--- src/hw/rtl/dda_pkg.sv ---
`default_nettype none
package dda_pkg;

	// Operand capacity in digits.
	localparam int MAX_DIGITS = 32;
	// Address width of an operand store.
	localparam int DIG_AW = (MAX_DIGITS > 1) ? $clog2(MAX_DIGITS) : 1;
	// Width of a digit count; it also addresses the scratch store.
	localparam int CNT_W = $clog2(MAX_DIGITS + 1);
	localparam int WORK_DEPTH = MAX_DIGITS + 1;

	localparam logic [3:0] DIGIT_MAX = 4'd9;
	localparam logic [4:0] DEC_BASE = 5'd10;

	localparam logic [2:0] REQ_LOAD_A = 3'd0;
	localparam logic [2:0] REQ_LOAD_B = 3'd1;
	localparam logic [2:0] REQ_SUM = 3'd2;
	localparam logic [2:0] REQ_DIFF = 3'd3;
	localparam logic [2:0] REQ_CLEAR = 3'd4;

	localparam logic [1:0] ST_SUM = 2'd0;
	localparam logic [1:0] ST_DIFF = 2'd1;
	localparam logic [1:0] ST_NA = 2'd2;

	typedef enum logic [1:0] {
		S_IDLE,
		S_ADD,
		S_FIN,
		S_EMIT
	} state_t;

endpackage
`default_nettype wire

--- src/hw/rtl/decimal_digit_add_subtract.sv ---
`default_nettype none
// Decimal add / subtract unit for two unsigned operands held as digit strings.
// A request is taken on a rising edge where start is high and busy is low.
// Load requests append one digit (most significant first) to operand A or B
// and leave busy low, so loads stream at one per cycle.
// Clear empties both operands. Loads and clear give no result.
// A sum or difference request with an empty or invalid operand returns one
// not-available result in the cycle after it is taken.
// Otherwise the block walks the operands once from the least significant
// digit through the operand stores into a scratch store, then settles the
// carry or borrow. A difference that ends in a borrow (A below B) returns
// one not-available result; else the scratch store is read back out one
// digit per cycle. Busy stays high throughout; the single read port of the
// scratch store sets the output pass.
// Results appear on status, digit_res and last, marked by strobe for exactly
// one cycle; the receiver cannot stall, so no result is ever held back.
// Reset empties both operands and clears the invalid marks; the digit stores
// themselves are not cleared since nothing reads past a count.
module decimal_digit_add_subtract (
	input  wire logic       clk,
	input  wire logic       arst_n,
	input  wire logic       start,
	output logic            busy,
	input  wire logic [2:0] req_type,
	input  wire logic [3:0] digit,
	output logic            strobe,
	output logic [1:0]      status,
	output logic [3:0]      digit_res,
	output logic            last
);
	import dda_pkg::*;

	// Operand stores and the scratch store, all with registered reads.
	logic [3:0] a_mem [MAX_DIGITS];
	logic [3:0] b_mem [MAX_DIGITS];
	logic [3:0] work_mem [WORK_DEPTH];
	logic [3:0] a_rd_q, b_rd_q, w_rd_q;

	state_t state_q, state_d;

	logic [CNT_W-1:0] a_count_q, b_count_q;
	logic             a_inv_q, b_inv_q;
	logic             op_sum_q;     // 1 for a sum request, 0 for a difference
	logic [CNT_W-1:0] len_q;        // digits walked in the first pass
	logic [CNT_W-1:0] p_q;          // first-pass issue position
	logic             carry_q;      // carry for a sum, borrow for a difference
	logic [CNT_W-1:0] e_q;          // scratch read position in the output pass
	logic [CNT_W-1:0] end_q;
	logic             e_issue_q;
	logic             skip_q;       // still inside leading zeros of a difference

	// Read-stage registers, aligned with the memory read data.
	logic             add_v_s1;
	logic [CNT_W-1:0] p_s1;
	logic             ain_s1, bin_s1;
	logic             ev_s1;
	logic             elast_s1;

	logic             accept;
	logic             na;
	logic             add_issue;
	logic             emit_issue;
	logic             add_done;
	logic [CNT_W-1:0] a_off, b_off;
	logic [CNT_W-1:0] max_len;

	logic [3:0] d1, d2;
	logic [4:0] sum5, sub5, diff5, rsum5;
	logic       ge10, lt;

	logic             w_en;
	logic [CNT_W-1:0] w_addr;
	logic [3:0]       w_data;

	logic       out_set;
	logic [1:0] out_st;
	logic [3:0] out_dig;
	logic       out_last;

	assign busy   = (state_q != S_IDLE);
	assign accept = start && !busy;
	assign na     = (a_count_q == '0) || (b_count_q == '0) || a_inv_q || b_inv_q;
	assign max_len = (a_count_q > b_count_q) ? a_count_q : b_count_q;

	// First pass walks from the least significant digit upward.
	assign add_issue = (state_q == S_ADD) && (p_q < len_q);
	assign a_off = a_count_q - CNT_W'(1) - p_q;
	assign b_off = b_count_q - CNT_W'(1) - p_q;
	assign add_done = add_v_s1 && (p_s1 == len_q - CNT_W'(1));

	assign emit_issue = (state_q == S_EMIT) && e_issue_q;

	// One digit of the add or subtract, with leading positions read as zero.
	assign d1    = ain_s1 ? a_rd_q : 4'd0;
	assign d2    = bin_s1 ? b_rd_q : 4'd0;
	assign sum5  = {1'b0, d1} + {1'b0, d2} + {4'd0, carry_q};
	assign ge10  = (sum5 >= DEC_BASE);
	assign rsum5 = ge10 ? (sum5 - DEC_BASE) : sum5;
	assign sub5  = {1'b0, d2} + {4'd0, carry_q};
	assign lt    = ({1'b0, d1} < sub5);
	assign diff5 = lt ? ({1'b0, d1} + DEC_BASE - sub5) : ({1'b0, d1} - sub5);

	// Scratch write port: first-pass digits, then the carry digit of a sum.
	always_comb begin
		w_en   = 1'b0;
		w_addr = '0;
		w_data = 4'd0;
		if (add_v_s1) begin
			if (op_sum_q) begin
				w_en   = 1'b1;
				w_addr = len_q - p_s1;
				w_data = rsum5[3:0];
			end else begin
				w_en   = ain_s1;
				w_addr = a_count_q - CNT_W'(1) - p_s1;
				w_data = diff5[3:0];
			end
		end else if ((state_q == S_FIN) && op_sum_q) begin
			w_en   = 1'b1;
			w_addr = '0;
			w_data = {3'd0, carry_q};
		end
	end

	always_ff @(posedge clk) begin
		if (accept && (req_type == REQ_LOAD_A) && (digit <= DIGIT_MAX) &&
		    (a_count_q < CNT_W'(MAX_DIGITS))) begin
			a_mem[a_count_q[DIG_AW-1:0]] <= digit;
		end
		if (accept && (req_type == REQ_LOAD_B) && (digit <= DIGIT_MAX) &&
		    (b_count_q < CNT_W'(MAX_DIGITS))) begin
			b_mem[b_count_q[DIG_AW-1:0]] <= digit;
		end
		if (w_en) begin
			work_mem[w_addr] <= w_data;
		end
		a_rd_q <= a_mem[a_off[DIG_AW-1:0]];
		b_rd_q <= b_mem[b_off[DIG_AW-1:0]];
		w_rd_q <= work_mem[e_q];
	end

	// Next state and result selection.
	always_comb begin
		state_d  = state_q;
		out_set  = 1'b0;
		out_st   = ST_NA;
		out_dig  = 4'd0;
		out_last = 1'b1;
		unique case (state_q)
			S_IDLE: begin
				if (accept && ((req_type == REQ_SUM) || (req_type == REQ_DIFF))) begin
					if (na) begin
						out_set = 1'b1;
					end else begin
						state_d = S_ADD;
					end
				end
			end
			S_ADD: begin
				if (add_done) begin
					state_d = S_FIN;
				end
			end
			S_FIN: begin
				if (!op_sum_q && carry_q) begin
					// A final borrow means A was below B.
					out_set = 1'b1;
					state_d = S_IDLE;
				end else begin
					state_d = S_EMIT;
				end
			end
			S_EMIT: begin
				if (ev_s1) begin
					if (!(skip_q && (w_rd_q == 4'd0) && !elast_s1)) begin
						out_set  = 1'b1;
						out_st   = op_sum_q ? ST_SUM : ST_DIFF;
						out_dig  = w_rd_q;
						out_last = elast_s1;
					end
					if (elast_s1) begin
						state_d = S_IDLE;
					end
				end
			end
			default: begin
				state_d = S_IDLE;
			end
		endcase
	end

	always_ff @(posedge clk or negedge arst_n) begin
		if (!arst_n) begin
			state_q <= S_IDLE;
		end else begin
			state_q <= state_d;
		end
	end

	// Operand counts and invalid marks.
	always_ff @(posedge clk or negedge arst_n) begin
		if (!arst_n) begin
			a_count_q <= '0;
			b_count_q <= '0;
			a_inv_q   <= 1'b0;
			b_inv_q   <= 1'b0;
		end else if (accept) begin
			case (req_type)
				REQ_LOAD_A: begin
					if ((digit > DIGIT_MAX) || (a_count_q >= CNT_W'(MAX_DIGITS))) begin
						a_inv_q <= 1'b1;
					end else begin
						a_count_q <= a_count_q + CNT_W'(1);
					end
				end
				REQ_LOAD_B: begin
					if ((digit > DIGIT_MAX) || (b_count_q >= CNT_W'(MAX_DIGITS))) begin
						b_inv_q <= 1'b1;
					end else begin
						b_count_q <= b_count_q + CNT_W'(1);
					end
				end
				REQ_CLEAR: begin
					a_count_q <= '0;
					b_count_q <= '0;
					a_inv_q   <= 1'b0;
					b_inv_q   <= 1'b0;
				end
				default: begin
				end
			endcase
		end
	end

	// Pass control and read-stage valid bits.
	always_ff @(posedge clk or negedge arst_n) begin
		if (!arst_n) begin
			add_v_s1  <= 1'b0;
			ev_s1     <= 1'b0;
			e_issue_q <= 1'b0;
			strobe    <= 1'b0;
		end else begin
			add_v_s1 <= add_issue;
			ev_s1    <= emit_issue;
			strobe   <= out_set;
			if ((state_q == S_FIN) && (state_d == S_EMIT)) begin
				e_issue_q <= 1'b1;
			end else if (emit_issue && (e_q == end_q)) begin
				e_issue_q <= 1'b0;
			end
		end
	end

	// Datapath registers.
	always_ff @(posedge clk) begin
		p_s1     <= p_q;
		ain_s1   <= (p_q < a_count_q);
		bin_s1   <= (p_q < b_count_q);
		elast_s1 <= (e_q == end_q);
		if (out_set) begin
			status    <= out_st;
			digit_res <= out_dig;
			last      <= out_last;
		end
		if ((state_q == S_IDLE) && (state_d == S_ADD)) begin
			op_sum_q <= (req_type == REQ_SUM);
			len_q    <= max_len;
			p_q      <= '0;
			carry_q  <= 1'b0;
		end
		if (add_issue) begin
			p_q <= p_q + CNT_W'(1);
		end
		if (add_v_s1) begin
			carry_q <= op_sum_q ? ge10 : lt;
		end
		if (state_q == S_FIN) begin
			if (op_sum_q) begin
				// A zero carry digit is not sent.
				e_q    <= carry_q ? CNT_W'(0) : CNT_W'(1);
				end_q  <= len_q;
				skip_q <= 1'b0;
			end else begin
				e_q    <= '0;
				end_q  <= a_count_q - CNT_W'(1);
				skip_q <= 1'b1;
			end
		end
		if (emit_issue && (e_q != end_q)) begin
			e_q <= e_q + CNT_W'(1);
		end
		if ((state_q == S_EMIT) && out_set) begin
			skip_q <= 1'b0;
		end
	end

`ifndef SYNTHESIS
	a_na_shape: assert property (@(posedge clk) disable iff (!arst_n)
		(strobe && (status == ST_NA)) |-> (last && (digit_res == 4'd0)))
		else $error("not-available result must be a single zero digit");

	a_digit_range: assert property (@(posedge clk) disable iff (!arst_n)
		(strobe && (status != ST_NA)) |-> (digit_res <= DIGIT_MAX))
		else $error("result digit out of decimal range");

	a_last_idle: assert property (@(posedge clk) disable iff (!arst_n)
		(strobe && last) |-> !busy)
		else $error("block still busy after final result");

	a_count_cap: assert property (@(posedge clk) disable iff (!arst_n)
		(a_count_q <= CNT_W'(MAX_DIGITS)) && (b_count_q <= CNT_W'(MAX_DIGITS)))
		else $error("operand count beyond capacity");

	a_add_stage: assert property (@(posedge clk) disable iff (!arst_n)
		add_v_s1 |-> (state_q == S_ADD))
		else $error("first-pass read data outside the add pass");
`endif

endmodule
`default_nettype wire
--- config.mk ---
export PLATFORM = sky130hd
export DESIGN_NAME = decimal_digit_add_subtract
export DESIGN_NICKNAME = d
export VERILOG_FILES = /design/src/hw/rtl/dda_pkg.sv /design/src/hw/rtl/decimal_digit_add_subtract.sv
export SDC_FILE = /design/constraint.sdc
export NUM_CORES = 1
export LEC_CHECK = 0
export ABC_CLOCK_PERIOD_IN_PS = 3600
export BUFFER_PORTS_ARGS = -buffer_cell sky130_fd_sc_hd__buf_2
export CORE_UTILIZATION = 34
export CTS_CLUSTER_SIZE = 14
export DETAILED_ROUTE_END_ITERATION = 7
export GPL_ROUTABILITY_DRIVEN = 0
export SYNTH_ARGS = -nofsm -noshare
export SYNTH_HDL_FRONTEND = slang
export SYNTH_SLANG_ARGS = --single-unit
--- constraint.sdc ---
create_clock -name clk -period 3.6 [get_ports clk]
set_clock_uncertainty 0.1 [all_clocks]
set_input_delay 0.54 -clock clk [delete_from_list [all_inputs] [get_ports clk]]
set_output_delay 0.54 -clock clk [all_outputs]
set_load 0.01 [all_outputs]
* Word-level counts from Yosys, hierarchy flattened
Memories as Yosys holds them, arrays and structs flattened. A register that Yosys moved wholly into a read port is not among the register bits.
Index checks and enable logic that the tools add are counted.
** Cells by class
- Add/sub/neg operators :: 18
- Magnitude comparators :: 12
- Eq/ne operators :: 16
- Multiplexer cells :: 54
- Bitwise gates (word level) :: 2
- Reductions and logical operators :: 46
** Operator list (number)
- $mux 6 :: 10
- $mux 1 :: 26
- $add 6x1->6 const B :: 4
- $mux 4 :: 6
- $pmux 6 s2 :: 2
- $logic_and 1x1->1 :: 20
- $lt 6x6->1 :: 3
- $reduce_bool 2->1 :: 7
- $eq 6x6->1 :: 2
- $ge 6x6->1 const B :: 2
- $logic_not 6->1 :: 2
- $lt 6x6->1 const B :: 2
- $mux 2 :: 6
- $reduce_and 3->1 :: 4
- $sub 6x1->6 const B :: 2
- $sub 6x6->6 :: 2
- $sub 5x5->5 :: 2
- $pmux 2 s4 :: 1
- $sub 4x4->4 :: 2
- $eq 2x2->1 const B :: 3
- $eq 3x2->1 const B :: 2
- $gt 6x6->1 :: 1
- $logic_or 1x1->1 :: 6
- $ne 6x6->1 :: 1
- 23 further kinds :: 30
** Word-level totals
- Register bits after elaboration :: 63
- Bits in writable memories :: 388
- Input port bits :: 10
- Output and inout bits :: 9
- Logic and storage cells :: 174
- Memories :: 3
** Memory list
- work_mem :: depth 33, width 4, read ports 1, clocked after Yosys merged registers in 1, wr ports 1, line decimal_digit_add_subtract.sv:36 : logic [3:0] work_mem [WORK_DEPTH];
- a_mem :: depth 32, width 4, read ports 1, clocked after Yosys merged registers in 1, wr ports 1, line decimal_digit_add_subtract.sv:34 : logic [3:0] a_mem [MAX_DIGITS];
- b_mem :: depth 32, width 4, read ports 1, clocked after Yosys merged registers in 1, wr ports 1, line decimal_digit_add_subtract.sv:35 : logic [3:0] b_mem [MAX_DIGITS];

* Depth between registers and ports, before layout
Gate-level depths: netlist (run 1).
- Depth in word-level cells :: 11
- Depth in mapped cells :: 13
- Mapped depth without buffers :: 12

* Least setup slack after synthesis (run 1)
Ideal clock, no wire load.
- Path type :: register to register
- From :: register carry_q
- To :: memory work_mem[0][2], data pin
- Library setup time :: 404 ps
- Arrival time :: 3242 ps
- Required time :: 3096 ps
- Setup slack :: -145 ps
- Cell stages (with the launch flop) :: 11
- Path buffers :: 0
- Clock period less this slack :: 3745 ps
- Cell sequence :: edfxtp_1 ha_1 ha_1 inv_1 ha_1 inv_1 ha_1 fa_1 mux2_2 o221ai_1 a31oi_1
** Between the ends
- Longest elaborated chain between the ends :: 5
- Elaborated cells between the ends (all ways) :: 11
- Classes of those cells :: add/sub: 5; order compare: 2; mux: 4
** Ends and longest elaborated chain
- from (decl) :: line decimal_digit_add_subtract.sv:46 : logic carry_q;
- from (signal assigned) :: line decimal_digit_add_subtract.sv:275 : carry_q <= op_sum_q ? ge10 : lt;
- $add 5x1->5 or $add 4x1->5 (tied branches) :: line decimal_digit_add_subtract.sv:96, decimal_digit_add_subtract.sv:99
- $sub 4x4->4 (tied with other cells) :: line decimal_digit_add_subtract.sv:98 : assign rsum5 = ge10 ? (sum5 - DEC_BASE) : sum5;
- $mux 4, on equally long branches :: line decimal_digit_add_subtract.sv:98, decimal_digit_add_subtract.sv:101
- $mux 4 * :: line decimal_digit_add_subtract.sv:109 : if (op_sum_q) begin
- $mux 4 * :: line decimal_digit_add_subtract.sv:108 : if (add_v_s1) begin
- net w_data[2] :: line decimal_digit_add_subtract.sv:73 : logic [3:0] w_data;
- to (decl) :: line decimal_digit_add_subtract.sv:36
The timed path passes the listed nets; every way through them passes the cells marked *.

* Worst setup path in the final report (run 1)
- From :: register a_count_q[1]
- To :: memory work_mem[31][2] (enable)
** Between the ends
- Longest elaborated chain between the ends :: 4
** Ends and longest elaborated chain
- from (decl) :: line decimal_digit_add_subtract.sv:41 : logic [CNT_W-1:0] a_count_q, b_count_q;
- from (signal assigned) :: line decimal_digit_add_subtract.sv:213 : a_count_q <= a_count_q + CNT_W'(1);
- $sub 6x1->6 :: line decimal_digit_add_subtract.sv:115 : w_addr = a_count_q - CNT_W'(1) - p_s1;
- $sub 6x6->6 :: line decimal_digit_add_subtract.sv:115
- $mux 6 :: line decimal_digit_add_subtract.sv:109
- $mux 6 :: line decimal_digit_add_subtract.sv:108
Every way passes these cells.

==> results of run 1 <==
==> flip-flops by register name, indices dropped and copies added, names as in the netlist, 6 cells and up <==
| name | count |
|---|---|
| a_mem | 128 |
| b_mem | 128 |
| p_s1 | 6 |
| e_q | 6 |
| len_q | 6 |
| a_count_q | 6 |
| p_q | 6 |
| end_q | 6 |
| b_count_q | 6 |
| work_mem | 132 |
==> per-stage QoR <==
stage          TNS [ns]  cells  setup slack, ns  hold slack (ns)  total power, mW
2_1_floorplan    -0.330   1218          -0.0275            0.144             12.4
3_3_place_gp          0   2036           0.0904            0.379             14.9
3_5_place_dp     -0.391   2036          -0.0408            0.388             15.0
4_1_cts               0   2127           0.0541            0.141             20.1
5_1_grt               0   2128          0.00555            0.164             21.0
6_report              0   2128            0.152            0.146             19.9
==> worst max-delay path, cell delays in order (launching register included) <==
cell and delay (ns):
dfrtp_1 0.38, inv_1 0.13, ha_1 0.23, xor2_2 0.19, nor2_1 0.06, a21oi_1 0.18, ha_1 0.32, a21o_1 0.19
a21oi_2 0.21, mux2_2 0.39, or3b_4 0.48, nor2_2 0.26
==> logic make-up (layout without fill, tap and decap cells) <==
group,count (synthesis),after routing,share of synthesized area
AND/OR/NAND/NOR,281,281,0.0656
buffers and inverters,99,235,0.0199
adder cells (fa/ha/maj),69,69,0.0451
multiplexers,149,149,0.143
other,0,1,0
AO/OA/AOI/OAI,108,108,0.0358
flip-flops,463,463,0.668
XOR/XNOR,49,49,0.0222
==> Yosys cell counts (all sizes together), types with 3 or more instances <==
cell / count
a211oi: 11
a21o: 9
a21oi: 29
a221oi: 4
a22o: 4
a31oi: 3
and2: 14
and3: 3
buf: 18
clkbuf: 27
dfrtp: 20
dfxtp: 22
edfxtp: 421
fa: 7
ha: 62
inv: 53
mux2: 11
mux2i: 26
mux4: 112
nand2: 51
nand2b: 12
nand3: 23
nand3b: 4
nand4: 8
nor2: 119
nor2b: 9
nor3: 25
nor3b: 3
nor4b: 3
o21a: 7
o21ai: 21
xnor2: 35
xor2: 13
==> per-layer routing <==
metal / global-route usage / vias up / wire (µm)
met4: 0.0439 / 2 / 823
met2: 0.240 / 262 / 21100
met3: 0.0248 / 60 / 2040
met5: 0 / - / 10
met1: 0.206 / 5527 / 19800
li1: - / 4929 / -
==> power groups by stage <==
stage	combinational, mW	sequential [mW]	clock [mW]
final	8.30	6.62	5.01
after global routing	9.00	6.65	5.33
after CTS	8.33	6.62	5.14
after detailed placement	8.24	6.73	0
after global placement	8.15	6.73	0
after floorplan	5.76	6.64	0
==> cell type report <==
cell class | instances | area [µm²] | share of cell area
Multi-Input combinational cell | 656 | 6420 | 0.273
Sequential cell | 463 | 13600 | 0.578
Clock inverter | 23 | 244 | 0.0104
Inverter | 54 | 203 | 0.00863
Tap cell | 773 | 967 | 0.0412
Clock buffer | 67 | 1370 | 0.0582
Antenna cell | 1 | 2.50 | 0.000107
Timing Repair Buffer | 91 | 707 | 0.0301
==> worst max-delay path by stage <==
stage | start | to | slack [ns] | cells after the start
after CTS | a_count_q[1] | work_mem[7][3] | 0.05 | 11
after global placement | a_count_q[0] | work_mem[31][2] | 0.09 | 11
after floorplan | op_sum_q | work_mem[0][0] | -0.03 | 12
final | a_count_q[1] | work_mem[31][2] | 0.15 | 11
after detailed placement | a_count_q[1] | work_mem[31][2] | -0.04 | 11
after global routing | a_count_q[0] | work_mem[26][3] | 0.006 | 11
==> repair_timing <==
action / 4_1_cts / 5_1_grt
endpoints found under the hold margin: 20 / 0
setup endpoints to repair: 35 / 175
hold buffers: 1 / 0
gates resized for setup: 2 / 13
==> flow_summary.toml, run 1 <==
[timing]
max_clock_freq_mhz = 290
timing.final.crit_share = 0.958
hold_viol = 0
tightest_slew_ns = 1.20
setup_viol = 0
rsz0062_at_grt = "no"
timing.slew.headroom = 0.197
final_max_slew_viol_count = 0
period_needed_ns = 3.45

[grt]
grt_usage = 0.149
overflow = 0
grt_pass1_wl_um = 68600
grt_pass1_vias = 11200
grt_max_degree = 65
antenna_found_initial = 2

[power]
seq_power_share = 0.332
switchingPower_mw = 6.60
cellPowerDensity_nw_per_um2 = 848
ir_drop_v = 0.000539
p_leak_nw = 8.05
intPower_mw = 13.3
swShare = 0.331
combPwrFrac = 0.416
clock_power_share = 0.251

[finish]
syn2layout_area_growth_pct = 15.6
post-route-util = 0.398
drive_gt1_frac = 0.234
layout_commonest_cell = "edfxtp_1"
finish.instance_area_um2 = 23500
final_cell_mix = "edfxtp_1, mux4_2, nor2_1, buf_4, ha_1"
filler_cell_count = 5322
nNetsFinal = 1393

[synthesis]
synth_ff_type = "edfxtp_1"
synth.distinct_cells = 67
yosys-top-cells-area = "edfxtp_1, mux4_2, ha_1, dfrtp_1, dfxtp_1"
synth_top_area_share = 0.622
yosysWarnings = 0
synth_largest_area_cell = "edfxtp_1"
synth_edf_count = 421
ys_ff_latch = 463
ys_seq_area_frac = 0.668
syn_nets = 1297
syn_area_um2 = 20300
netlist_instances = 1218
avgSynthCellArea_um2 = 16.7
ys_async_sr_fraction = 0.0432

[min_path]
min_path_type = "in2reg"
min_from = "digit[3]"
whs_endpoint = "b_mem[1][3]"
holdPathStages = 1

[clock_tree]
cts_buffer_depth = 3
postCtsSetupRepairBufs = 0
cts_root_buffer = "clkbuf_16"
numCtsBuffers = 48
clock_latency_ns = 0.59
cts_tree = "done"
cts.reportedPaths.clkPinSlew_ns = 0.06
cts_max_level = 2
cts_sinks = 463

[critical_path]
r2r_slack_ns = 0.15
worstPathRequired_ns = 3.76
r2r-end = "work_mem[31][2]"
worstSetupPathType = "reg2reg"
regToRegStartpoint = "a_count_q[1]"
cp.arrival_ns = 3.61
cp_max_fo = 8
start_kind = "flip-flop"
end_kind = "flip-flop"
reg2reg_depth = 11

[route]
dr.pass1.iters = 5
wire_per_inst_um = 20.5
totalWireLength_um = 43700
final_antenna_net_count = 0
detailroute.via_count = 10800
viasPerCell = 5.07
drt_iter0_drc = 793
drc = 0

[die]
core_um2 = 59000
pin_count = 19
die-area_um2 = 60800
num_rows = 89
die_h_um = 246
die_w_um = 246
start_util = 0.344

[job]
max_cap_viol_count = 0

[placed_design]
place_hpwl_um = 29600
placed_area_um2 = 21800
port_buffers = 18

[run_status]
status = "completed"
Note: power is estimated with default switching activity, not from simulation.
==> run 2: changes to the inputs <==
--- a/config.mk
+++ b/config.mk
@@ -7,10 +7,12 @@
 export LEC_CHECK = 0
 export ABC_CLOCK_PERIOD_IN_PS = 3600
 export BUFFER_PORTS_ARGS = -buffer_cell sky130_fd_sc_hd__buf_2
+export CAP_MARGIN = 15
 export CORE_UTILIZATION = 34
 export CTS_CLUSTER_SIZE = 14
 export DETAILED_ROUTE_END_ITERATION = 7
 export GPL_ROUTABILITY_DRIVEN = 0
+export PLACE_DENSITY = 0.55
 export SYNTH_ARGS = -nofsm -noshare
 export SYNTH_HDL_FRONTEND = slang
 export SYNTH_SLANG_ARGS = --single-unit
==> flow_summary.toml, run 2 (synthesis results as in run 1) <==
[run_status]
status = "completed"

[timing]
timing.final.crit_share = 0.952
tightest_slew_ns = 1.04
hold_viol = 0
timing.final.ws_setup_ns = 0.172
max_clock_freq_mhz = 292
rsz0062_at_grt = "no"
timing.slew.headroom = 0.304
final_max_slew_viol_count = 0
setup_viol = 0
period_needed_ns = 3.43

[grt]
grt_pass1_wl_um = 68600
overflow = 0
grt_usage = 0.150
grt_pass1_vias = 11300
grt_max_degree = 65
antenna_found_initial = 0

[critical_path]
reg2reg_depth = 11
crit_slowest_cell = "or3b_4"
crit_path_cell_trace = "inv_1 > ha_1 > xor2_1 > nor2_1 > a21oi_1 > ha_1 > a21o_1 > a21oi_1 > mux2_2 > or3b_4 > nor2_2"
worst_path_largest_cell_delay_ns = 0.51
cp.arrival_ns = 3.60
cp.depth = 11
crit_buf_inv = 1
worstPathRequired_ns = 3.77
cp_top_family = "simple AND/OR/NAND/NOR gates"
cp_max_fo = 8
r2r_slack_ns = 0.17
end_kind = "flip-flop"
worstSetupPathType = "reg2reg"
start_kind = "flip-flop"

[min_path]
min_path_type = "in2reg"
holdPathStages = 2

[placed_design]
place_hpwl_um = 29900
placed_cells = 2037
port_buffers = 18
placed_area_um2 = 21800
place_ws_ns = 0.0423

[route]
dr.pass1.iters = 5
final_antenna_net_count = 0
detailroute.via_count = 10700
totalWireLength_um = 44300
viasPerCell = 5.00
drc = 0
wire_per_inst_um = 20.8
drt_iter0_drc = 858

[die]
pin_count = 19
die-area_um2 = 60800
core_um2 = 59000
die_h_um = 246
die_w_um = 246
start_util = 0.344
num_rows = 89

[power]
seq_power_share = 0.321
clock_power_share = 0.278
ir_drop_v = 0.000662
p_total_mw = 20.6
intPower_mw = 13.9
swShare = 0.323
p_leak_nw = 8.17
switchingPower_mw = 6.65
combPwrFrac = 0.401
cellPowerDensity_nw_per_um2 = 867

[finish]
syn2layout_area_growth_pct = 16.8
n_antenna_cell = 0
post-route-util = 0.402
drive_gt1_frac = 0.239
final-instance-count-excl-fill = 2131
nNetsFinal = 1396
regMostFlops = "work_mem"
finish.instance_area_um2 = 23700
final_cell_mix = "edfxtp_1, mux4_2, nor2_1, buf_4, ha_1"
largest_reg_flops = 132
layout_commonest_cell = "edfxtp_1"

[clock_tree]
cts_sinks = 463
numCtsBuffers = 49
cts_max_level = 2
cts_tree = "done"
postCtsSetupRepairBufs = 0
clock_latency_ns = 0.59
cts_root_buffer = "clkbuf_16"
cts.reportedPaths.clkPinSlew_ns = 0.06
cts_buffer_depth = 3

[job]
max_cap_viol_count = 0
-- run 2: cell types whose count changed in the layout (fill, tap and decap cells not counted), moves of 2 or more --
cell and delta:
bufinv_16 +10, nor2_4 +5, a211oi_2 -3, clkbuf_16 -2
a211oi_1 +3, nor2_2 -5, inv_6 +3, clkbuf_1 -8
-- run 2: power by group through the flow --
stage               clock network [mW]  logic [mW]  registers [mW]
detailed placement                   0        8.25            6.73
global placement                     0        8.23            6.72
CTS                               5.84        8.30            6.61
finish                            5.72        8.24            6.61
floorplan                            0        5.76            6.64
global route                      6.03        8.99            6.64
-- run 2: routing by layer --
metal  vias to the layer above  wire length [µm]  global-route usage  part of all wire
met4                         0               743              0.0399             0.017
met3                        49              2200              0.0271             0.050
met1                      5421             20500               0.212              0.46
met5                         -                 0                   0                 0
met2                       247             20900               0.236              0.47
li1                       4942                 -                   -                 -
-- run 2: cell type report --
type,instances,area (µm²)
fillers,5339,35300
flip-flops and latches,463,13600
multi-input cells,656,6410
clock buffers,57,1290
well taps,773,967
repair buffers,93,726
clock inverters,35,553
inverters,54,203
-- run 2: through the flow --
step	setup TNS, ns	hold slack, ns
after detailed placement	0	0.387
after floorplan	-0.330	0.144
after global placement	0	0.379
after CTS	0	0.210
final	0	0.240
after global routing	0	0.222
-- run 2: final timing paths --
check,start,end
min in group asynchronous,arst_n,b_count_q[5]
min reg2reg,a_inv_q,a_inv_q
max,a_count_q[0],work_mem[25][0]
min,req_type[0],op_sum_q
max in group asynchronous,arst_n,state_q[0]
max reg2reg,a_count_q[0],work_mem[25][0]
-- run 2: worst reg2reg max path, stage by stage (launching register included) --
cell and delay, ns:
dfrtp_1 0.37, inv_1 0.11, ha_1 0.19, xor2_1 0.24, nor2_1 0.07, a21oi_1 0.17
ha_1 0.31, a21o_1 0.18, a21oi_1 0.24, mux2_2 0.39, or3b_4 0.51, nor2_2 0.24
-- run 2: repair_timing --
action / 4_1_cts / 5_1_grt
setup endpoints to repair: 0 / 171
endpoints found under the hold margin: 20 / 0
hold buffers: 1 / 0
gates resized for setup: 0 / 15
